[src/hdl/dsdr_ram.sv]
// Generic single-write, single-read RAM with registered read data.
// No dependencies.
module dsdr_ram #(
    parameter int WIDTH = 8,
    parameter int DEPTH = 16
) (
    input  logic                     aclk,
    input  logic                     we,
    input  logic [$clog2(DEPTH)-1:0] waddr,
    input  logic [WIDTH-1:0]         wdata,
    input  logic                     re,
    input  logic [$clog2(DEPTH)-1:0] raddr,
    output logic [WIDTH-1:0]         rdata
);

    logic [WIDTH-1:0] mem [DEPTH];

    // Write port and registered read port.
    always_ff @(posedge aclk) begin
        if (we) begin
            mem[waddr] <= wdata;
        end
        if (re) begin
            rdata <= mem[raddr];
        end
    end

endmodule

[config.mk]
export PLATFORM = sky130hd
export DESIGN_NAME = dsdr_ram
export DESIGN_NICKNAME = d
export VERILOG_FILES = /design/src/hdl/dsdr_ram.sv
export SDC_FILE = /design/constraint.sdc
export NUM_CORES = 1
export LEC_CHECK = 0
export BUFFER_PORTS_ARGS = -buffer_cell sky130_fd_sc_hd__buf_2
export CORE_MARGIN = 3
export CORE_UTILIZATION = 45
export DETAILED_ROUTE_END_ITERATION = 10
export PLACE_DENSITY = 0.67
export SYNTH_ARGS = -nofsm -noshare
export SYNTH_HDL_FRONTEND = slang
export SYNTH_SLANG_ARGS = --single-unit
[constraint.sdc]
create_clock -name aclk -period 4.9 [get_ports aclk]
set_input_delay 0.98 -clock aclk [delete_from_list [all_inputs] [get_ports aclk]]
set_output_delay 0.98 -clock aclk [all_outputs]
set_load 0.01 [all_outputs]
* Word-level counts from Yosys, hierarchy flattened *
Memories as Yosys holds them, arrays and structs flattened. A register that Yosys moved wholly into a read port is not among the register bits.
Cells that the tools add are included.
Widths: inputs -> output; s select.

word-level totals
  word-level logic and storage cells = 3
  flip-flop bits (word level) = 0
  memories kept = 1
  memory bits (writable) = 128
  bits of input ports = 19

memory list
  name  depth  bits a word  read ports  clocked after memory_dff  write ports  RTL line  source
  mem   16     8            1           1                         1            16        logic [WIDTH-1:0] mem [DEPTH];

operators by class
  mux-type cells = 2

operators with widths
  operator  count
  $mux 1    2

* Logic depth before layout (Yosys ltp) *
  depth in word-level cells = 2
  depth in mapped cells = 5

* Least setup slack after synthesis *
Ideal clock, no wire load.

  path kind = in2reg
  start point = in waddr[2]
  end point = mem mem[0][0], enable pin
  cell stages on the path = 2
  path slack = 2.427 ns
  arrival = 2.090 ns
  cells stage by stage = or3b_2 > nor3_1

RTL lines
  item         RTL line  source
  from (decl)  9         input logic [$clog2(DEPTH)-1:0] waddr,
  to (decl)    16

Straight into the memory's write port.

==> impl_metrics.py <==
metrics = {
    "floorplan": {
        "initial_utilization": 0.472,
        "die_h_um": 114,
        "ioPinCount": 27,
        "dieArea_mm2": 0.0129,
        "design.core.area_mm2": 0.0111,
        "num_rows": 38,
        "die_w_um": 114,
    },
    "power": {
        "power_frac_seq": 0.476,
        "p_leak_uw": 0.00201,
        "vdd_drop_max_mv": 0.219,
        "power_switching_uw": 520,
        "switching_share": 0.188,
        "cellPowerDensity_mw_per_mm2": 454,
        "p_int_uw": 2250,
        "p_clk_frac": 0.483,
        "p_comb_frac": 0.041,
    },
    "critical_path": {
        "cp-start-kind": "primary input",
        "critPathArrivalTime_ns": 2.86,
        "crit_chain": "buf_2 > mux4_1 > a22oi_1 > nand2_1",
        "reg2reg_slack_ns": 3.33,
        "reg2reg_from": "mem[1][1]",
        "cp_max_fo": 32,
        "crit_path_end": "rdata[1]",
        "r2r-end": "rdata[1]",
        "end_kind": "flip-flop",
        "crit_path_start": "raddr[0]",
        "required_ns": 5.04,
        "reg2reg_depth": 3,
        "critical-path-max-stage-delay_ns": 0.76,
        "slowest_stage": "buf_2",
        "crit_type": "primary input to flip-flop",
    },
    "cells_and_area": {
        "synthToLayoutAreaGrowth_pct": 16.6,
        "final_common_cell": "edfxtp_1",
        "final_nets": 284,
        "antenna_cells": 0,
        "drive_gt1_frac": 0.282,
        "mostFrequentLayoutCells": "edfxtp_1 (136), buf_2 (26), mux4_2 (18)",
    },
    "global_routing": {
        "grt_usage": 0.172,
        "grt_pass1_wl_um": 15400,
        "first_global_vias": 2481,
        "antenna_found_initial": 0,
        "grt_max_degree": 33,
        "overflow": 0,
    },
    "synthesis": {
        "syn_avg_cell_area_um2": 22.8,
        "ys_ff_latch": 136,
        "synth_nets": 248,
        "synth_top_area_frac": 0.781,
        "synthDistinctLibCells": 18,
        "synth_seq_area_share": 0.781,
        "netlist_area_mm2": 0.00523,
        "synth_cells": 229,
        "yosysWarnings": 0,
        "synthTopCellsByArea": "edfxtp_1 (78%), mux4_2 (7.8%), mux4_1 (7.0%)",
        "yosys.area.top_type": "edfxtp_1",
    },
    "timing": {
        "maxSlewHeadroom": 0.195,
        "whs_ns": 0.739,
        "finClkSkew_ns": 0.00823,
        "fin_tns_setup_ns": 0,
        "finalSetupViolCount": 0,
        "rsz0062_at_grt": "false",
        "worst_slew_pin_slew_ns": 1.20,
        "final-hold-violation-count": 0,
        "max_freq_mhz": 367,
        "slew_violations": 0,
        "post-route-period-util": 0.555,
        "layout_min_cycle_time_ns": 2.72,
    },
    "clocking": {
        "cts-root-buf": "clkbuf_16",
        "cts_resized": 0,
        "cts_setup_buffers": 0,
        "cts_max_level": 4,
        "clk_latency_ns": 0.41,
        "cts_hold_buf": 0,
        "numCtsBuffers": 17,
        "cts_buffer_depth": 2,
        "cts.sinks": 136,
        "path_clk_slew_ns": 0.06,
        "cts_tree": "yes",
    },
    "detailed_routing": {
        "wl_um": 10100,
        "drt_first_iter_violations": 301,
        "final_antenna_net_count": 0,
        "drc": 0,
        "wl_per_cell_um": 24.3,
        "vias_per_cell": 5.89,
        "drt-pass1-iter-count": 5,
        "vias": 2455,
    },
    "worst_hold_path": {
        "hold_depth": 3,
        "worstHoldPathType": "flip-flop to flip-flop",
    },
    "placed_design": {
        "portBuffers": 26,
        "gp_congestion": 0.732,
        "dp_hpwl_um": 5970,
    },
    "run": {
        "cap_violations": 0,
    },
    "status": {
        "status": "completed",
    },
}
cells by family (layout without fill, tap and decap cells):
logic type	Yosys count	in the layout	share of synthesized area
flip-flops	136	136	0.781
AO/OA/AOI/OAI	16	16	0.0230
multiplexers	32	32	0.148
buffers and inverters	10	58	0.0165
AND/OR/NAND/NOR	35	35	0.0314
worst max-delay path, delay by kind of cell:
kind	cells	cell delay [ns]
buffers and inverters	1	0.76
muxes	1	0.68
and+or+nand+nor	1	0.13
AOI/OAI and AO/OA	1	0.28
synthesized netlist by cell type (all sizes together):
library cell   count
a22oi             16
and2               1
and2b              1
buf                7
clkdlybuf4s25      3
edfxtp           136
mux4              32
nand2              9
nand2b             2
nand3              1
nand3b             2
nor2              13
nor2b              1
nor3               4
or3b               1
per-layer routing:
| layer | wire length [um] | track usage |
|---|---|---|
| met1 | 4310 | 0.246 |
| met2 | 4870 | 0.252 |
| met3 | 818 | 0.0552 |
| met4 | 150 | 0.0641 |
| met5 | 0 | 0 |
state kept, by name (all words and copies together), names as in the netlist:
signal,count
rdata,8
mem,128
worst min path at each step:
stage	start	to
3_3_place_gp	mem[14][2]	rdata[2]
3_5_place_dp	mem[14][2]	rdata[2]
6_report	mem[14][2]	rdata[2]
5_1_grt	mem[12][0]	rdata[0]
4_1_cts	mem[14][2]	rdata[2]
2_1_floorplan	mem[7][0]	rdata[0]
stage by stage:
stage	util	setup WS, ns	instance area, um2	total power, uW	std cells
after floorplan	-	2.43	5230	1410	229
after global placement	0.493	1.79	5460	1450	386
after detailed placement	0.493	1.78	5460	1460	386
after CTS	0.550	2.17	6100	2790	417
after global routing	0.550	2.05	6100	2860	417
final	0.550	2.18	6100	2770	417
power groups by stage:
stage | clock network [uW] | logic (uW) | registers [uW]
after CTS | 1360 | 116 | 1320
after global placement | 0 | 113 | 1340
final | 1340 | 114 | 1320
after detailed placement | 0 | 115 | 1340
after global routing | 1410 | 125 | 1320
after floorplan | 0 | 66.1 | 1340
layout make-up:
cell class / count / area (um2)
multi-input combinational: 83 / 1070
clock buffer: 17 / 425
clock inverter: 14 / 206
sequential: 136 / 4080
timing repair buffer: 27 / 138
fill: 821 / 4980
tap: 140 / 175
Power figures use the tool's default switching activity.
