$ cat src/hdl/dsdr_pkg.sv
// Shared types, constants and a helper function for the stream/dead aware
// DRRIP replacement block. No dependencies.
package dsdr_pkg;

    localparam int NUM_SETS      = 2048;
    localparam int NUM_WAYS      = 16;
    localparam int LEADER_SETS   = 64;
    localparam int SELECTOR_BITS = 10;

    localparam int SET_W  = $clog2(NUM_SETS);
    localparam int WAY_W  = $clog2(NUM_WAYS);
    localparam int RRPV_W = 2;
    localparam int ADDR_W = 64;
    localparam int STRM_W = 3;
    localparam int DEAD_W = 2;

    localparam logic [RRPV_W-1:0] RRPV_MAX   = 2'd3;
    localparam logic [RRPV_W-1:0] RRPV_NEAR  = 2'd2;
    localparam logic [STRM_W-1:0] STREAM_MAX = 3'd7;
    localparam logic [DEAD_W-1:0] DEAD_MAX   = 2'd3;

    localparam logic [SELECTOR_BITS-1:0] SEL_MID = SELECTOR_BITS'(1 << (SELECTOR_BITS - 1));
    localparam logic [SELECTOR_BITS-1:0] SEL_MAX = {SELECTOR_BITS{1'b1}};

    // Transaction kinds on the input channel.
    localparam logic [1:0] KIND_VICTIM = 2'd0;
    localparam logic [1:0] KIND_UPDATE = 2'd1;
    localparam logic [1:0] KIND_TICK   = 2'd2;
    // Reserved kind: accepted and ignored.
    localparam logic [1:0] KIND_NONE   = 2'd3;

    // Configuration register indexes (byte address / 4).
    localparam logic [1:0] REG_DECAY  = 2'd0;
    localparam logic [1:0] REG_STREAM = 2'd1;
    localparam logic [1:0] REG_DEAD   = 2'd2;

    localparam logic [31:0] DECAY_RESET  = 32'd100000;
    localparam logic [STRM_W-1:0] STREAM_THR_RESET = 3'd4;
    localparam logic [DEAD_W-1:0] DEAD_THR_RESET   = 2'd2;

    // One row of per-set state, kept in a single memory word.
    typedef struct packed {
        logic [DEAD_W-1:0]           dead;
        logic [STRM_W-1:0]           stream;
        logic [ADDR_W-1:0]           stride;
        logic [ADDR_W-1:0]           prev_addr;
        logic [NUM_WAYS*RRPV_W-1:0]  rrpv;
    } row_t;

    localparam int ROW_W = $bits(row_t);

    // Lowest set bit of a way mask.
    function automatic logic [WAY_W-1:0] first_set(input logic [NUM_WAYS-1:0] mask);
        logic [WAY_W-1:0] idx;
        idx = '0;
        for (int w = NUM_WAYS - 1; w >= 0; w--) begin
            if (mask[w]) begin
                idx = WAY_W'(w);
            end
        end
        return idx;
    endfunction

endpackage

$ cat src/hdl/dsdr_age_unit.sv
// Shared aging unit: one aging step over all RRPVs of a set, plus a search
// for the lowest way at the distant value. Depends on dsdr_pkg.
module dsdr_age_unit
    import dsdr_pkg::*;
(
    input  logic [NUM_WAYS*RRPV_W-1:0] rrpv_in,
    output logic [NUM_WAYS*RRPV_W-1:0] rrpv_aged,
    output logic                       found,
    output logic [WAY_W-1:0]           found_way
);

    logic [NUM_WAYS-1:0] at_max;

    // Per-way saturating increment and distant-value flag.
    always_comb begin
        for (int w = 0; w < NUM_WAYS; w++) begin
            at_max[w] = (rrpv_in[w*RRPV_W +: RRPV_W] == RRPV_MAX);
            rrpv_aged[w*RRPV_W +: RRPV_W] = at_max[w] ? RRPV_MAX
                                          : rrpv_in[w*RRPV_W +: RRPV_W] + 2'd1;
        end
    end

    assign found     = |at_max;
    assign found_way = first_set(at_max);

endmodule
$ cat config.mk
export PLATFORM = sky130hd
export DESIGN_NAME = dsdr_age_unit
export DESIGN_NICKNAME = d
export VERILOG_FILES = /design/src/hdl/dsdr_pkg.sv /design/src/hdl/dsdr_age_unit.sv
export SDC_FILE = /design/constraint.sdc
export NUM_CORES = 1
export LEC_CHECK = 0
export BUFFER_PORTS_ARGS = -buffer_cell sky130_fd_sc_hd__buf_4
export CORE_UTILIZATION = 26
export DETAILED_ROUTE_END_ITERATION = 7
export GPL_TIMING_DRIVEN = 0
export PLACE_DENSITY = 0.83
export SLEW_MARGIN = 40
export SYNTH_ARGS = -nofsm -noshare
export SYNTH_HDL_FRONTEND = slang
export SYNTH_SLANG_ARGS = --single-unit
$ cat constraint.sdc
create_clock -name vclk -period 0.8
set_input_delay 0.04 -clock vclk [all_inputs]
set_output_delay 0.04 -clock vclk [all_outputs]
set_load 0.01 [all_outputs]
======== After elaboration in Yosys (flattened, before gate mapping) ========
Cells that the tools add are included.
storage, ports and cells
  bits in registers ....................... 0
  bits in latches ......................... 0
  memory bits (writable) .................. 0
  memory bits (read-only) ................. 0
  input port bits ......................... 32
  output and inout bits ................... 37
  logic and storage cells ................. 65
  memories kept ........................... 0
operators by class
  add/sub/neg operators ................... 16
  $mul .................................... 0
  divide/modulo/power cells ............... 0
  magnitude comparators ................... 0
  equality and inequality tests ........... 16
  shifts and indexed selects .............. 0
  multiplexer cells ....................... 32
  bitwise operators ....................... 0
  reduce and logical (&&, ||, !) cells .... 1
operators with widths
  cell                                                            count
  4-bit 2-to-1 mux                                                16
  2-bit by 1-bit adder with 2-bit output (second input constant)  16
  2-bit == test (second input constant)                           16
  2-bit 2-to-1 mux                                                16
  16-bit OR reduction                                             1

======== Depth between registers and ports, before layout ========
  depth in word-level cells ............... 17
  gate-level depth with buffers ........... 4
  gate-level depth less buffers ........... 4

======== Least setup slack after synthesis ========
Ideal clock, no wire load.
  kind .................................... input to output
  start ................................... input port rrpv_in[19]
  end ..................................... output port found_way[1]
  arrival time ............................ 898 ps
  data required time ...................... 760 ps
  setup slack ............................. -138 ps
  cell stages on the path ................. 4
  buffers on the path ..................... 0
  cells stage by stage .................... a22o_1 > a31oi_1 > o31ai_1 > a222oi_1
on the way
  longest elaborated chain between the ends .. 11
ends and longest elaborated chain
  element                         RTL line             source
  start, declared                 dsdr_age_unit.sv:6   input logic [NUM_WAYS*RRPV_W-1:0] rrpv_in,
  2-bit == test                   dsdr_age_unit.sv:17  at_max[w] = (rrpv_in[w*RRPV_W +: RRPV_W] == RRPV_MAX);
  4-bit 2-to-1 mux (10 in a row)  dsdr_pkg.sv:57       if (mask[w]) begin
  end, declared                   dsdr_age_unit.sv:9   output logic [WAY_W-1:0] found_way
Every way passes these cells.

======== Worst setup path after layout ========
  start ................................... input port rrpv_in[8]
  end ..................................... output port found_way[1]
on the way
  longest elaborated chain between the ends .. 6
ends and longest elaborated chain
  element                        RTL line
  2-bit == test                  dsdr_age_unit.sv:17
  4-bit 2-to-1 mux (5 in a row)  dsdr_pkg.sv:57
Every way passes these cells.

==> results.cfg <==
[worst_hold_path]
hold-path-cell-count = 3
min_path_type = input pin to output port
hold_end = rrpv_aged[9]
hp-start = rrpv_in[8]

[yosys]
syn_nets = 102
synthCells = 70
ys_seq_area_share_pct = 0
yosysWarnings = 0
yosysUniqueCellTypes = 17
syn_area_sq_um = 435
synth_area_per_cell_sq_um = 6.22

[run_status]
violations = negative setup slack
outcome = finished, violations left

[floorplanning]
die_w_um = 42.9
die_h_um = 42.9
initial_core_util_pct = 28.2
row_count = 14
die-area_sq_mm = 0.00184
ios = 69
core_sq_mm = 0.00154

[cells_and_area]
regArea_sq_um = 0
fin_util_pct = 71.0
fin_nets = 177
seq_cell_count = 0
syn2layout_area_growth_pct = 151
clkbuf_count = 0
diodes = 0
fin_area_sq_mm = 0.00109
drive_above_1_share_pct = 68.5

[drt]
via_count = 837
drt-pass1-iter-count = 4
ant_nets = 0
routed_wl_um = 2150
drtIter0Drc = 34
drc_errors = 0
routed_via_density = 5.26
wl_per_cell_um = 13.5

[place]
place.gp.congestion = 0.752
placed_area_sq_um = 973
hpwlAfterDp_um = 1710
io_buffers = 69

[worst_setup_path]
crit_slowest_cell = a222oi_1
cpPeakStageDelay_ps = 250
cp-start-kind = input pin
required_ps = 760
end_kind = output port
worstPathMaxFanout = 3
cp.arrival_ps = 1090
path_cells = buf_8 -> a22o_1 -> a31oi_1 -> o31ai_1 -> a222oi_1 -> buf_4
critPathKind = input pin to output port

[power_and_ir_drop]
power_uw = 676
power_leakage_nw = 0.530
powerDensity_mw_per_mm2 = 617
max-vdd-ir-drop_uv = 271

[sta]
fin_crit_sh_pct = 141
rsz0062_at_grt = yes
fmax_mhz = 886
setup_viol = 5
hold_violations = 0
worst_pin_slew_ps = 287
layout_setup_ws_ps = -329
slew_viol_final = 0
setup_tns_ps = -1140
slew_headroom_pct = 80.7
layout_min_cycle_time_ps = 1130

[global_route]
grt_pass1_vias = 740
antenna_found_initial = 0
grt_overflow = 0
grt_max_degree = 6
grt_usage_pct = 21.9
grt_first_pass_wirelength_um = 3290

[flow_run]
drv_cap = 0
[worst max-delay path, delay by kind of cell]
| family | cells | cell delay, ps |
|---|---|---|
| buffers and inverters | 2 | 280 |
| AOI/OAI and AO/OA | 4 | 760 |
[report_power, final]
group | switching (mW) | internal (mW)
clock | 0 | 0
sequential | 0 | 0
combinational | 0.292 | 0.384
[cells in the mapped netlist]
master	instances	area share, %
a222oi_1	3	6.9
a22oi_1	3	5.2
nand3b_1	1	1.7
o31ai_1	1	1.7
o21ai_0	1	1.1
a22o_1	5	10
a21oi_1	1	1.1
nand2_1	11	9.5
a32o_1	2	4.6
nor2b_1	1	1.4
or2_2	16	23
nor2_1	2	1.7
a31oi_1	2	2.9
nor3_1	1	1.1
nor4_1	1	1.4
nand2b_1	16	23
nand3_1	3	3.4
[worst max path at each step]
stage,from,end
3_5_place_dp,rrpv_in[8],found_way[1]
3_3_place_gp,rrpv_in[8],found_way[1]
2_1_floorplan,rrpv_in[8],found_way[1]
5_1_grt,rrpv_in[8],found_way[1]
6_report,rrpv_in[8],found_way[1]
4_1_cts,rrpv_in[18],found_way[1]
[per-stage QoR]
step / setup WS [ps] / hold slack [ps] / cells
after global placement: -326 / 346 / 155
after global routing: -459 / 361 / 159
final: -329 / 344 / 159
after floorplan: -86.3 / 154 / 70
after CTS: -342 / 345 / 159
after detailed placement: -341 / 356 / 155
[cell type report]
cell class	count	area, sq um
Tap cell	16	20.0
Multi-Input combinational cell	70	482
Fill cell	122	447
Timing Repair Buffer	73	593
[cells in the final DEF (no fill, tap or decap), drive strengths merged]
cell | synthesis | final
a21oi | 1 | 1
a222oi | 3 | 3
a22o | 5 | 5
a22oi | 3 | 3
a31oi | 2 | 2
a32o | 2 | 2
buf | 0 | 73
nand2 | 11 | 11
nand2b | 16 | 16
nand3 | 3 | 3
nand3b | 1 | 1
nor2 | 2 | 2
nor2b | 1 | 1
nor3 | 1 | 1
nor4 | 1 | 1
o21ai | 1 | 1
o31ai | 1 | 1
or2 | 16 | 16
[repair_timing]
| action | in CTS | in global routing |
|---|---|---|
| gates resized for setup | 17 | 7 |
| buffers inserted | 4 | 1 |
| endpoints found under the hold margin | 0 | 0 |
| endpoints found under the setup margin | 5 | 5 |
| hold buffers | 0 | 0 |
| pin swaps | 13 | 7 |
[cells by family (layout without fill, tap and decap cells)]
family                 Yosys count  in the layout  synth area share, %
AND/OR/NAND/NOR                 52             52                 66.4
AO/OA/AOI/OAI                   18             18                 33.6
buffers and inverters            0             73                    0
[routing by layer]
metal  up-vias  track usage (%)  share of wire (%)
met5         -                0                  0
met2        49             43.6                 57
li1        405                -                  -
met4         0             2.50               0.28
met1       381             25.1                 34
met3         2             2.13                8.8
Note: power is estimated with default switching activity, not from simulation.
